## src/rtl/delay_and_sum_receiver_array_defines.svh

```systemverilog
// ----------------------------------------------------------------------------
// delay_and_sum_receiver_array_defines
// assertion macros used by the receiver array rtl
// ----------------------------------------------------------------------------
`ifndef DELAY_AND_SUM_RECEIVER_ARRAY_DEFINES_SVH
`define DELAY_AND_SUM_RECEIVER_ARRAY_DEFINES_SVH

// condition must never hold outside reset
`define DSRA_ASSERT_NEVER(label, cond, msg) \
    label: assert property (@(posedge clk) disable iff (!rst_n) !(cond)) \
        else $error(msg);

// antecedent implies consequent in the same cycle
`define DSRA_ASSERT_IMPLIES(label, ante, cons, msg) \
    label: assert property (@(posedge clk) disable iff (!rst_n) (ante) |-> (cons)) \
        else $error(msg);

// antecedent implies consequent in the next cycle
`define DSRA_ASSERT_NEXT(label, ante, cons, msg) \
    label: assert property (@(posedge clk) disable iff (!rst_n) (ante) |=> (cons)) \
        else $error(msg);

`endif

```

## src/rtl/dsra_pkg.sv

```systemverilog
// ----------------------------------------------------------------------------
// dsra_pkg
// shared widths, register indexes and types of the receiver array beamformer
// ----------------------------------------------------------------------------
package dsra_pkg;

    localparam int SAMPLE_W   = 16;
    localparam int TIME_W     = 12;
    localparam int RX_W       = 4;
    localparam int AMP_W      = 20;
    localparam int STEP_W     = 24;
    localparam int LEN_W      = 13;
    localparam int CNT_W      = 5;
    localparam int CFG_IDX_W  = 2;
    localparam int CFG_DATA_W = 24;

    localparam int AMP_MAX = 524287;
    localparam int AMP_MIN = -524288;

    localparam logic [CFG_IDX_W-1:0] REG_DELAY_STEP     = CFG_IDX_W'(0);
    localparam logic [CFG_IDX_W-1:0] REG_RECORD_LENGTH  = CFG_IDX_W'(1);
    localparam logic [CFG_IDX_W-1:0] REG_RECEIVER_COUNT = CFG_IDX_W'(2);

    localparam logic [LEN_W-1:0] LEN_RESET = LEN_W'(4096);
    localparam logic [CNT_W-1:0] CNT_RESET = CNT_W'(16);

    localparam logic KIND_RECORD = 1'b0;
    localparam logic KIND_SYNTH  = 1'b1;

    typedef enum logic [2:0] {
        ST_CLEAR,
        ST_IDLE,
        ST_ISSUE,
        ST_DRAIN,
        ST_FINISH
    } seq_state_t;

    // how one receiver tap contributes
    typedef enum logic [1:0] {
        TAP_ZERO,
        TAP_HOLD,
        TAP_LERP
    } tap_kind_t;

    typedef struct packed {
        logic      clear;
        logic      valid;
        logic      last;
        tap_kind_t kind;
    } acc_ctrl_t;

    typedef struct packed {
        logic done;
        logic busy;
    } acc_stat_t;

endpackage

```

## src/rtl/dsra_accum.sv

```systemverilog
// ----------------------------------------------------------------------------
// dsra_accum
// per-tap interpolation multiply and saturating sum over receivers
// ----------------------------------------------------------------------------
module dsra_accum #(
    parameter int FRACTION_BITS = 16,
    parameter int MAX_RECEIVERS = 16
) (
    input  logic                                clk,
    input  logic                                rst_n,
    input  dsra_pkg::acc_ctrl_t                 ctrl,
    input  logic [FRACTION_BITS-1:0]            frac,
    input  logic signed [dsra_pkg::SAMPLE_W-1:0] q0,
    input  logic signed [dsra_pkg::SAMPLE_W-1:0] q1,
    output dsra_pkg::acc_stat_t                 stat,
    output logic signed [dsra_pkg::AMP_W-1:0]    result
);
    import dsra_pkg::*;

    localparam int DW  = SAMPLE_W + 1;
    localparam int PRW = DW + FRACTION_BITS + 1;
    localparam int VW  = SAMPLE_W + 2;
    localparam int SW0 = SAMPLE_W + $clog2(MAX_RECEIVERS) + 1;
    localparam int SW  = ((SW0 > AMP_W) ? SW0 : AMP_W) + 1;

    localparam logic signed [SW-1:0] SUM_HI = SW'(AMP_MAX);
    localparam logic signed [SW-1:0] SUM_LO = SW'(AMP_MIN);

    logic                     a_v_reg, a_v_next;
    logic                     a_last_reg, a_last_next;
    tap_kind_t                a_kind_reg, a_kind_next;
    logic signed [SAMPLE_W-1:0] s0_reg, s0_next;
    logic signed [PRW-1:0]    prod_reg, prod_next;
    logic signed [SW-1:0]     sum_reg, sum_next;
    logic signed [AMP_W-1:0]  result_reg, result_next;
    logic                     done_reg, done_next;

    logic signed [DW-1:0]            diff;
    logic signed [FRACTION_BITS:0]   frac_s;
    logic signed [VW-1:0]            val;
    logic signed [SW-1:0]            sum_add;
    logic signed [AMP_W-1:0]         sum_sat;

    // first stage: s0 + (s1 - s0) * f, multiply registered
    always_comb
    begin
        diff        = DW'(q1) - DW'(q0);
        frac_s      = signed'({1'b0, frac});
        prod_next   = PRW'(diff) * PRW'(frac_s);
        s0_next     = q0;
        a_v_next    = ctrl.valid;
        a_last_next = ctrl.last;
        a_kind_next = ctrl.kind;
    end

    // second stage: floor shift, accumulate, saturate on the last tap
    always_comb
    begin
        unique case (a_kind_reg)
            TAP_ZERO: val = '0;
            TAP_HOLD: val = VW'(s0_reg);
            TAP_LERP: val = VW'(s0_reg) + VW'(prod_reg >>> FRACTION_BITS);
            default:  val = '0;
        endcase

        sum_add = sum_reg + SW'(val);

        priority if (sum_add > SUM_HI)
        begin
            sum_sat = AMP_W'(AMP_MAX);
        end
        else if (sum_add < SUM_LO)
        begin
            sum_sat = AMP_W'(AMP_MIN);
        end
        else
        begin
            sum_sat = sum_add[AMP_W-1:0];
        end

        priority if (ctrl.clear)
        begin
            sum_next    = '0;
            result_next = '0;
        end
        else if (a_v_reg)
        begin
            sum_next    = sum_add;
            result_next = a_last_reg ? sum_sat : result_reg;
        end
        else
        begin
            sum_next    = sum_reg;
            result_next = result_reg;
        end

        done_next = a_v_reg && a_last_reg && !ctrl.clear;
    end

    always_ff @(posedge clk or negedge rst_n)
    begin
        if (!rst_n)
        begin
            a_v_reg  <= 1'b0;
            done_reg <= 1'b0;
        end
        else
        begin
            a_v_reg  <= a_v_next;
            done_reg <= done_next;
        end
    end

    always_ff @(posedge clk)
    begin
        a_last_reg <= a_last_next;
        a_kind_reg <= a_kind_next;
        s0_reg     <= s0_next;
        prod_reg   <= prod_next;
        sum_reg    <= sum_next;
        result_reg <= result_next;
    end

    assign stat   = '{done: done_reg, busy: a_v_reg};
    assign result = result_reg;

endmodule

```

## config.mk

```make
export PLATFORM = sky130hd
export DESIGN_NAME = dsra_accum
export DESIGN_NICKNAME = d
export VERILOG_FILES = /design/src/rtl/delay_and_sum_receiver_array_defines.svh /design/src/rtl/dsra_pkg.sv /design/src/rtl/dsra_accum.sv
export SDC_FILE = /design/constraint.sdc
export NUM_CORES = 1
export LEC_CHECK = 0
export ABC_AREA = 1
export BUFFER_PORTS_ARGS = -buffer_cell sky130_fd_sc_hd__buf_2
export CAP_MARGIN = 30
export CELL_PAD_IN_SITES_DETAIL_PLACEMENT = 1
export CELL_PAD_IN_SITES_GLOBAL_PLACEMENT = 1
export CORE_AREA = 2 2 214 216
export CTS_CLUSTER_SIZE = 10
export DETAILED_ROUTE_END_ITERATION = 10
export DIE_AREA = 0 0 216 218
export PLACE_DENSITY = 0.71
export SLEW_MARGIN = 20
export SYNTH_ARGS = -nofsm -noshare
export SYNTH_HDL_FRONTEND = slang
export SYNTH_SLANG_ARGS = --single-unit
```

## constraint.sdc

```tcl
create_clock -name clk -period 4.1 [get_ports clk]
set_input_delay 0.205 -clock clk [delete_from_list [all_inputs] [get_ports clk]]
set_output_delay 0.205 -clock clk [all_outputs]
set_load 0.005 [all_outputs]
```

# Yosys cells after proc, flatten, opt, wreduce, memory -nomap -nowiden
# Cells that the tools add are included.
# totals
latch_bits,0
out_inout_bits,22
n_memories,0
ramBits,0
inputBits,55
reg_bits,97
mem_bits_ro,0
# op_classes
bitwise,0
add_sub_neg,3
n_shift,0
order_cmp,2
muxes,3
div,0
n_eq_ne,2
multipliers,1
n_reduce_logical,4
# op_table
op,n
$mux 20,2
$pmux 18 s2,1
$mul 17x17->34,1
$add 22x18->22,1
$gt 22x20->1 const B,1
$lt 22x20->1 const B,1
$add 16x18->18,1
$sub 16x16->17,1
$eq 2x1->1 const B,1
$eq 2x2->1 const B,1
$logic_and 1x1->1,2
$reduce_and 2->1,1
$logic_not 1->1,1

# Depth between registers and ports, before layout
# Gate-level depths: netlist (run 1).
# depth
word_depth,6
depth_mapped,36
depth_no_buf,36

# Worst setup path after synthesis (run 1)
# Ideal clock, no wire load.
# synth_path
kind,in2reg
start,input q1[0] (netlist bit)
end,register prod_reg[33]
arrival_time_ps,6675
stages,34
setup_slack_ps,-2699
path_cell_list,inv_1 -> ha_1 -> fa_1 -> nand3b_1 -> nand2_1 -> a21oi_1 -> inv_1 -> nand2_1 -> nand2_1 -> a21oi_1 -> or2_2 -> buf_2 -> nand2_1 -> nor2_1 -> fa_1 -> inv_1 -> fa_1 -> inv_1 -> fa_1 -> fa_1 -> fa_1 -> inv_1 -> fa_1 -> inv_1 -> ha_1 -> nand4_1 -> or2_0 -> o21ai_1 -> nand3_1 -> nand2_1 -> a21oi_1 -> o21ai_1 -> a21oi_1 -> xor2_1
# synth_via
elab_chain_cells,2
# synth_rtl
item,line_no,text
"start, declared",dsra_accum.sv:14,"input logic signed [dsra_pkg::SAMPLE_W-1:0] q1,"
$sub 16x16->17,dsra_accum.sv:47,diff = DW'(q1) - DW'(q0);
$mul 17x17->34,dsra_accum.sv:49,prod_next = PRW'(diff) * PRW'(frac_s);
net prod_next[33],dsra_accum.sv:33,"logic signed [PRW-1:0] prod_reg, prod_next;"
"end signal, assigned",dsra_accum.sv:119,prod_reg <= prod_next;
"end, declared",dsra_accum.sv:33,
# The timed path passes the listed nets, and every way through them passes these cells.
# A chain may end at the register's enable or synchronous reset.

# Final worst setup path (run 1)
# layout_path
start,input q0[1] (netlist bit)
end,register prod_reg[33]
# layout_via
elab_chain_cells,2
# layout_rtl
item,line_no,text
"start, declared",dsra_accum.sv:13,"input logic signed [dsra_pkg::SAMPLE_W-1:0] q0,"
$sub 16x16->17,dsra_accum.sv:47,
$mul 17x17->34,dsra_accum.sv:49,
net prod_next[33],dsra_accum.sv:33,
# The timed path passes the listed nets, and every way through them passes these cells.

==> impl_results.md, run 1 <==
- Synth warn: 0
- Max stage delay on crit path: 0.58 ns
- Final Critical Period: 6.70 ns
- Share of cells above drive strength 1: 31.6%
- Die width: 216 um
- Cell mode on critical path: fa_1
- Chip height: 218 um
- Synth area leaders: fa_1 35%, ha_1 11%, inv_1 11%
- FF+latch area: 1640 um^2
- Avg Cell Area, Syn: 7.85 um^2
- Yosys cell types: 54
- Least-Margin Pin Slew: 0.847 ns
- Critical Path Start Type: input port
- H-Tree Depth: 3
- Vias: 15.0k
- Fillers: 5373
- Failing checks: setup timing
- WP data required: 4.39 ns
- Synthesis-to-layout area growth: 36.9%
- Most numerous cell in the Yosys netlist: inv_1
- Iter 0 DRT Violations: 624
- CTS tree: built
- Post-synth ARST share: 2.47%
- Met3 Wirelength: 1980 um
- Detailed-route wire length on metal 1: 24100 um
- Status: finished, violations left
- Net count, final: 2882
- Total GRT Usage: 24.2%
- Antenna Nets Post-Route: 0
- Top FF cell, synth: dfxtp_1
- Setup CP Type: in -> reg
- Rows: 78
- Clock Latency Late Sink: 0.36 ns
- CP endpoint kind: register
- Pre-antenna DRT Iters: 5
- Final max-slew violation count: 0
- Peak Freq: 149 MHz
- Yosys reg bits: 81
- RSZ-0062 raised after global routing: true
- CP arrival: 6.98 ns
- Drt total wl: 59000 um
- CTS Sinks: 81
- Fin. Hold Viols: 0
- First-pass GRT wire length: 89100 um
- Synth cell count leaders: 442 x inv_1, 318 x nand2_1, 274 x fa_1
- Starting Density: 34.7%
- Skew final: 0.0128 ns
- CP max FO: 4
- Top Layer Used: met4
- # IOs: 77
- Met2 WL: 30500 um
- Cell at the slowest stage of the critical path: fa_1
- Cells after synthesis: 1986
- Largest net degree at the start of global routing: 29
- HPWL after detailed placement: 47100 um
- Drt via density: 4.98
- Die area: 47100 um^2
- Antenna Cells: 0
- Total grt overflow: 0
- Wirelength per Cell: 19.6 um
- Footprint of the multi-input gates: 13400 um^2
- Clk pin slew, worst setup/hold paths: 0.07 ns
- Setup TNS Final: -44.92 ns
- Max Buffers Root-to-Sink: 2
- DRC: 0
- Root Buffer: clkbuf_16
- Worst slew margin: 43.5%
- MaxCap Viol Count: 0
- HP Class: in -> reg
- Number of port buffers: 76
- EDFF count, synth: 0
- Post-synthesis sequential area ratio: 10.5%
- Max FFs per register: 22
- Critical path buffer and inverter count: 6
- Num CTS Buffers: 9
- Post-synth top area share: 35.2%
- Initial antenna violation count: 0
- Final worst-path cycle share: 163%
- # setup viols final: 37
- Setup ws final: -2.60 ns
- RD Place Congestion: 0.919
- CP delay by family, top: adder cells
- Post-synthesis cell area: 15600 um^2
- Synth area leader: fa_1
- Mapped Nets: 2457
- Core area: 44900 um^2
- Number of global-route vias before repair: 16.8k
logic make-up (layout without fill, tap and decap cells):
| logic type | count (synthesis) | in the layout | synth area share [%] |
|---|---|---|---|
| buffers and inverters | 503 | 932 | 12.4 |
| xor gates and xnor gates | 57 | 57 | 3.25 |
| AOI/OAI and AO/OA | 256 | 256 | 9.10 |
| and+or+nand+nor | 673 | 674 | 18.1 |
| adders and majority gates | 416 | 416 | 46.6 |
| DFF | 81 | 81 | 10.5 |
through the flow:
| step | worst slack (ns) | cell area [um^2] | hold WS (ns) | utilization [%] | instances |
|---|---|---|---|---|---|
| 2_1_floorplan | -2.43 | 15800 | -0.0906 | - | 1986 |
| 5_1_grt | -2.84 | 21300 | 0.00320 | 47.5 | 3016 |
| 6_report | -2.60 | 21300 | 0.0164 | 47.5 | 3016 |
| 3_3_place_gp | -2.97 | 19100 | -0.0104 | 42.5 | 2927 |
| 4_1_cts | -2.50 | 20500 | 0.00270 | 45.7 | 2996 |
| 3_5_place_dp | -3.20 | 19100 | -0.00696 | 42.5 | 2927 |
cell usage in the layout (no fill, tap or decap), types with 14 or more instances in the layout:
cell type | synthesis | layout
inv_1 | 442 | 417
buf_4 | 2 | 344
nand2_1 | 318 | 278
fa_1 | 274 | 260
nor2_1 | 215 | 194
ha_1 | 142 | 111
dfxtp_1 | 79 | 76
buf_2 | 4 | 72
a21oi_1 | 121 | 66
nand3_1 | 76 | 62
o21ai_0 | 82 | 60
a21oi_2 | 10 | 54
nand2_2 | 7 | 28
ha_4 | 0 | 28
xor2_1 | 30 | 25
inv_2 | 2 | 24
buf_6 | 1 | 24
xnor2_1 | 26 | 23
nand2_4 | 0 | 17
nand3_2 | 4 | 17
nor2_2 | 0 | 14
fa_2 | 0 | 14
dlygate4sd3_1 | 0 | 14
metal layers:
metal,up-vias,track usage [%]
met5,-,0
met4,0,9.13
met3,135,2.11
met2,341,44.7
met1,7658,29.1
li1,6899,-
cell type report:
cell class / instances / share of cell area, %
Clock buffer: 11 / 1.14
Clock inverter: 5 / 0.299
Inverter: 454 / 8.16
Multi-Input combinational cell: 1403 / 62.9
Sequential cell: 81 / 7.67
Tap cell: 600 / 3.52
Timing Repair Buffer: 460 / 16.3
Timing Repair inverter: 2 / 0.0938
path summary, 6_finish.rpt:
check | startpoint | end | slack (ns) | cells past startpoint
max | q0[1] | prod_reg[33]$_DFF_P_ | -2.60 | 33
min | q0[7] | s0_reg[7]$_DFF_P_ | 0.02 | 1
max reg2reg | s0_reg[0]$_DFF_P_ | result[15]$_SDFFE_PP0P_ | -0.08 | 27
min reg2reg | result[1]$_SDFFE_PP0P_ | result[1]$_SDFFE_PP0P_ | 0.48 | 2
max in group asynchronous | rst_n | done_reg$_DFF_PN0_ | 3.84 | 2
min in group asynchronous | rst_n | a_v_reg$_DFF_PN0_ | 0.16 | 2
repair_timing:
action                     CTS  global route
pin swaps                  126           119
setup buffers               39            17
setup endpoints to repair   46            50
gates cloned                 2             1
gates resized for setup    179           155
hold endpoints to repair    13             2
hold buffers                12             2
Power of run 1 is not shown: default switching activity piles up to over one toggle a cycle in this logic, so the estimate is an artifact.
==> inputs of run 2 (changes only) <==
--- a/config.mk
+++ b/config.mk
@@ -10,11 +10,10 @@
 export CAP_MARGIN = 30
 export CELL_PAD_IN_SITES_DETAIL_PLACEMENT = 1
 export CELL_PAD_IN_SITES_GLOBAL_PLACEMENT = 1
-export CORE_AREA = 2 2 214 216
-export CTS_CLUSTER_SIZE = 10
+export CORE_AREA = 2 2 201 203
 export DETAILED_ROUTE_END_ITERATION = 10
-export DIE_AREA = 0 0 216 218
-export PLACE_DENSITY = 0.71
+export DIE_AREA = 0 0 203 205
+export PLACE_DENSITY = 0.79
 export SLEW_MARGIN = 20
 export SYNTH_ARGS = -nofsm -noshare
 export SYNTH_HDL_FRONTEND = slang
==> run 2 against run 1 <==
Against the previous run:
- the flow still finishes with violations (setup timing)
- first-iteration DRC count up 55%
- final area down 1.3%
- non-clock buffer count down 33
- flip-flop and latch count unchanged
- global-route usage up 4.0 points
- count of clock-buffer cells in the layout unchanged
- critical path depth up 1
- final cell count down 3.5%
- via count up 4.8%
- worst hold slack worse by 0.0026 ns
- critical endpoint unchanged
==> impl_results.md, run 2 (same netlist as run 1, synthesis figures left out) <==
- Net count, final: 2850
- Max Buffers Root-to-Sink: 2
- Most frequent cells in the layout: 415 x inv_1, 308 x buf_4, 272 x nand2_1
- CTS Sinks: 81
- Number of port buffers: 76
- Max stage delay on crit path: 0.59 ns
- Final worst-path cycle share: 169%
- Status: finished, violations left
- HP Class: in -> reg
- Final max-slew violation count: 0
- Antenna Cells: 0
- Initial antenna violation count: 0
- H-Tree Depth: 3
- Fillers: 4687
- Pre-antenna DRT Iters: 7
- Drt total wl: 65900 um
- Final Critical Period: 6.94 ns
- Fin. Hold Viols: 0
- Peak Freq: 144 MHz
- Critical Path Start: q1[0]
- Total grt overflow: 0
- Skew final: 0.0117 ns
- Drt via density: 5.42
- Max FFs per register: 22
- Least-Margin Pin Slew: 0.844 ns
- CP endpoint kind: register
- Reg2reg start: prod_reg[16]$_DFF_P_
- Wirelength per Cell: 22.6 um
- First-pass GRT wire length: 91000 um
- RSZ-0062 raised after global routing: true
- Synthesis-to-layout area growth: 35.2%
- Post-Place Setup Slack: -3.20 ns
- Layout Utilization: 53.5%
- Num CTS Buffers: 9
- CTS tree: built
- Setup CP Type: in -> reg
- Largest net degree at the start of global routing: 29
- # IOs: 77
- RD Place Congestion: 0.914
- Vias: 15.8k
- Core area: 39400 um^2
- Crit path to: prod_reg[33]$_DFF_P_
- MaxCap Viol Count: 0
- Setup ws final: -2.84 ns
- DRC: 0
- R2R cell count: 29
- Starting Density: 39.6%
- Chip height: 205 um
- WP data required: 4.34 ns
- Cell at the slowest stage of the critical path: fa_1
- Die width: 203 um
- CP arrival: 7.18 ns
- Rows: 73
- Clock Latency Late Sink: 0.35 ns
- Worst slew margin: 43.7%
- Clk pin slew, worst setup/hold paths: 0.06 ns
- CP max FO: 5
- Critical Path Start Type: input port
- Reg-to-Reg End: result[10]$_SDFFE_PP0P_
- Iter 0 DRT Violations: 968
- Antenna Nets Post-Route: 0
- Share of cells above drive strength 1: 31.0%
- Die area: 41600 um^2
- R2r setup slk: -0.23 ns
- Total GRT Usage: 28.2%
- Root Buffer: clkbuf_16
- Number of global-route vias before repair: 17.2k
- Failing checks: setup timing
- # setup viols final: 38
- Commonest non-fill, non-tap cell in the layout: inv_1
- Cell mode on critical path: fa_1
- HPWL after detailed placement: 48200 um
[run 2: cell count changes in the layout (fill, tap and decap cells not counted), sizes merged, moves of 2 or more]
cell | before | now
buf | 446 | 414
clkinv | 8 | 13
clkinvlp | 3 | 1
dlygate4sd3 | 14 | 12
inv | 449 | 445
[run 2: worst max-delay path, delay by kind of cell]
kind | cells | cell delay [ns]
buffers and inverters | 7 | 0.60
AOI/OAI and AO/OA | 6 | 0.68
adders and majority gates | 9 | 3.96
and+or+nand+nor | 11 | 1.53
xor gates and xnor gates | 1 | 0.18
[run 2: worst min path at each step]
stage	from	endpoint	slack (ns)	cells after the start
after floorplan	rst_n	a_v_reg$_DFF_PN0_	-0.09	0
after global placement	rst_n	a_v_reg$_DFF_PN0_	-0.01	1
after detailed placement	rst_n	a_v_reg$_DFF_PN0_	-0.004	1
after CTS	q0[3]	s0_reg[3]$_DFF_P_	0.002	1
after global routing	q0[8]	s0_reg[8]$_DFF_P_	0.004	1
final	q0[8]	s0_reg[8]$_DFF_P_	0.01	1
[run 2: area by class of cell]
| cell class | instances | area (um^2) | area share, % |
|---|---|---|---|
| clock inverters | 5 | 78.8 | 0.374 |
| clock buffers | 11 | 243 | 1.15 |
| inverters | 454 | 1740 | 8.24 |
| repair inverters | 2 | 32.5 | 0.154 |
| repair buffers | 427 | 3250 | 15.4 |
| flip-flops and latches | 81 | 1640 | 7.77 |
| multi-input cells | 1404 | 13400 | 63.7 |
| well taps | 525 | 657 | 3.12 |
[run 2: per-stage QoR]
stage	TNS, ns	instance area [um^2]	hold WS (ns)	instances
6_report	-51.20	21100	0.0138	2909
2_1_floorplan	-38.16	15800	-0.0906	1986
3_5_place_dp	-63.28	18800	-0.00422	2829
3_3_place_gp	-55.81	18800	-0.0109	2829
4_1_cts	-43.05	20100	0.00204	2880
5_1_grt	-58.49	21100	0.00361	2909
[run 2: timing repair]
item / in CTS / in global routing
buffers inserted: 22 / 29
resized for setup: 167 / 186
endpoints found under the hold margin: 12 / 1
setup endpoints to repair: 45 / 46
hold buffers: 11 / 1
pin swaps: 105 / 123
cloned: 2 / 3
[run 2: metal layers]
metal  global-route usage (%)  routed length, um
met5                        0                  0
met4                     12.4               4080
met3                     2.70               3630
met2                     53.4              34600
met1                     32.1              23600
Power of run 2 is left out for the same reason.
==> inputs of run 3 (changes only) <==
--- a/config.mk
+++ b/config.mk
@@ -11,6 +11,7 @@
 export CELL_PAD_IN_SITES_DETAIL_PLACEMENT = 1
 export CELL_PAD_IN_SITES_GLOBAL_PLACEMENT = 1
 export CORE_AREA = 2 2 201 203
+export CTS_CLUSTER_DIAMETER = 60
 export DETAILED_ROUTE_END_ITERATION = 10
 export DIE_AREA = 0 0 203 205
 export PLACE_DENSITY = 0.79
==> constraint.sdc (replaced) <==
create_clock -name clk -period 4.1 [get_ports clk]
set_input_delay 0.205 -clock clk [delete_from_list [all_inputs] [get_ports clk]]
set_output_delay 0.205 -clock clk [all_outputs]
set_load 0.05 [all_outputs]
==> run 3 against run 2 <==
Against the previous run:
- first-iteration DRC count fell by 11%
- final cell count fell by 0.24%
- core utilization fell by 0.51 points
- worst hold slack got worse by 0.017 ns
- non-clock buffer count fell by 5
- register-to-register slack got worse by 0.18 ns
- global-route usage rose by 0.29 points
- clock skew rose by 0.0036 ns
- critical path depth rose by 4
- the run ends with hold timing, setup timing left
- setup slack improved by 0.22 ns
- sequential share of layout area rose by 0.074 points
==> impl_results.md, run 3 (same netlist as run 1, synthesis figures left out) <==
- Status: finished, violations left
- Failing checks: hold timing, setup timing
- Starting Density: 39.6%
- Least-Margin Pin Slew: 0.880 ns
- Die width: 203 um
- Worst slew margin: 41.3%
- Max FFs per register: 22
- Clock Latency Late Sink: 0.37 ns
- Hold path cells: 1
- Largest net degree at the start of global routing: 29
- Setup ws final: -2.62 ns
- DRC: 0
- CTS tree: built
- First-pass GRT wire length: 91500 um
- Most frequent cells in the layout: 419 x inv_1, 308 x buf_4, 282 x nand2_1
- Root Buffer: clkbuf_16
- Final Critical Period: 6.72 ns
- Rows: 73
- Final worst-path cycle share: 164%
- Critical Path Start: q1[0]
- Num CTS Buffers: 9
- CTS Sinks: 81
- Reg2reg start: prod_reg[18]$_DFF_P_
- Fillers: 4704
- Pre-antenna DRT Iters: 5
- Antenna Cells: 0
- Vias: 15.5k
- Synthesis-to-layout area growth: 33.9%
- Max stage delay on crit path: 0.57 ns
- Layout Utilization: 53.0%
- Critical Path Start Type: input port
- Die area: 41600 um^2
- Drt total wl: 63500 um
- R2R cell count: 23
- Finished Layout Cells: 2902
- # hold bufs at CTS: 12
- Initial antenna violation count: 0
- Core area: 39400 um^2
- CP endpoint kind: register
- MaxCap Viol Count: 0
- # setup viols final: 45
- Net count, final: 2843
- H-Tree Depth: 3
- Final max-slew violation count: 0
- RD Place Congestion: 0.943
- Finished Cell Area: 20900 um^2
- Cell mode on critical path: inv_2
- Worst hold start: q0[11]
- Skew final: 0.0153 ns
- Dpl cell area: 18800 um^2
- Iter 0 DRT Violations: 861
- Chip height: 205 um
- Setup CP Type: in -> reg
- # IOs: 77
- Wirelength per Cell: 21.9 um
- RSZ-0062 raised after global routing: true
- Hold slack: -0.00346 ns
- R2r setup slk: -0.41 ns
- CP max FO: 5
- HPWL after detailed placement: 47800 um
- Clk pin slew, worst setup/hold paths: 0.06 ns
- CP arrival: 6.97 ns
- Drt via density: 5.35
- Total grt overflow: 0
- Antenna Nets Post-Route: 0
- Fin. Hold Viols: 1
- Share of cells above drive strength 1: 29.5%
- HP Class: in -> reg
- Commonest non-fill, non-tap cell in the layout: inv_1
- # placed instances: 2823
- WP data required: 4.35 ns
- Peak Freq: 149 MHz
- Max Buffers Root-to-Sink: 2
- Cell at the slowest stage of the critical path: fa_2
- Total GRT Usage: 28.5%
- Number of global-route vias before repair: 17.2k
- Number of port buffers: 76
run 3: cell types whose count changed in the layout (fill, tap and decap cells not counted), sizes merged:
| cell | before | now |
|---|---|---|
| bufinv | 2 | 1 |
| nand2 | 326 | 325 |
| clkinv | 13 | 11 |
| clkbuf | 12 | 10 |
| nand3 | 82 | 81 |
| clkinvlp | 1 | 3 |
| buf | 414 | 410 |
| inv | 445 | 447 |
run 3: worst max-delay path: cells and delay by family:
kind / cells / cell delay, ns
xor+xnor: 1 / 0.15
buf+inv: 10 / 0.70
fa+ha+maj: 9 / 3.80
simple gates: 12 / 1.38
compound gates: 6 / 0.73
run 3: per-stage QoR:
step	setup WS [ns]	TNS, ns
global placement	-2.94	-56.37
finish	-2.62	-52.44
CTS	-2.41	-41.45
floorplan	-2.43	-38.16
global route	-2.84	-64.62
detailed placement	-3.13	-63.32
run 3: worst paths after layout:
check,end
worst max-delay path,prod_reg[27]$_DFF_P_
worst min-delay path,s0_reg[11]$_DFF_P_
worst max register to register,result[14]$_SDFFE_PP0P_
worst min register to register,result[0]$_SDFFE_PP0P_
max in group asynchronous,done_reg$_DFF_PN0_
min in group asynchronous,a_v_reg$_DFF_PN0_
run 3: repair_timing:
action,CTS,global route
gates cloned,2,0
endpoints found under the setup margin,44,51
hold endpoints to repair,13,1
buffers inserted,32,19
pin swaps,107,72
gates resized for setup,183,131
run 3: layout make-up:
cell class | count | area (um^2) | area share (%)
sequential | 81 | 1640 | 7.84
tap | 525 | 657 | 3.15
clock buffer | 10 | 229 | 1.10
timing repair inverter | 2 | 20.0 | 0.0959
inverter | 454 | 1740 | 8.35
multi-input combinational | 1402 | 13300 | 63.7
timing repair buffer | 422 | 3230 | 15.5
clock inverter | 6 | 67.6 | 0.324
run 3: routing by layer:
layer / track usage [%] / wire length (um) / vias up
met4: 12.3 / 3580 / 0
met5: 0 / 0 / -
li1: - / - / 6820
met3: 3.01 / 3380 / 248
met1: 32.5 / 23700 / 7821
met2: 53.7 / 32800 / 623
Power of run 3 is left out for the same reason.
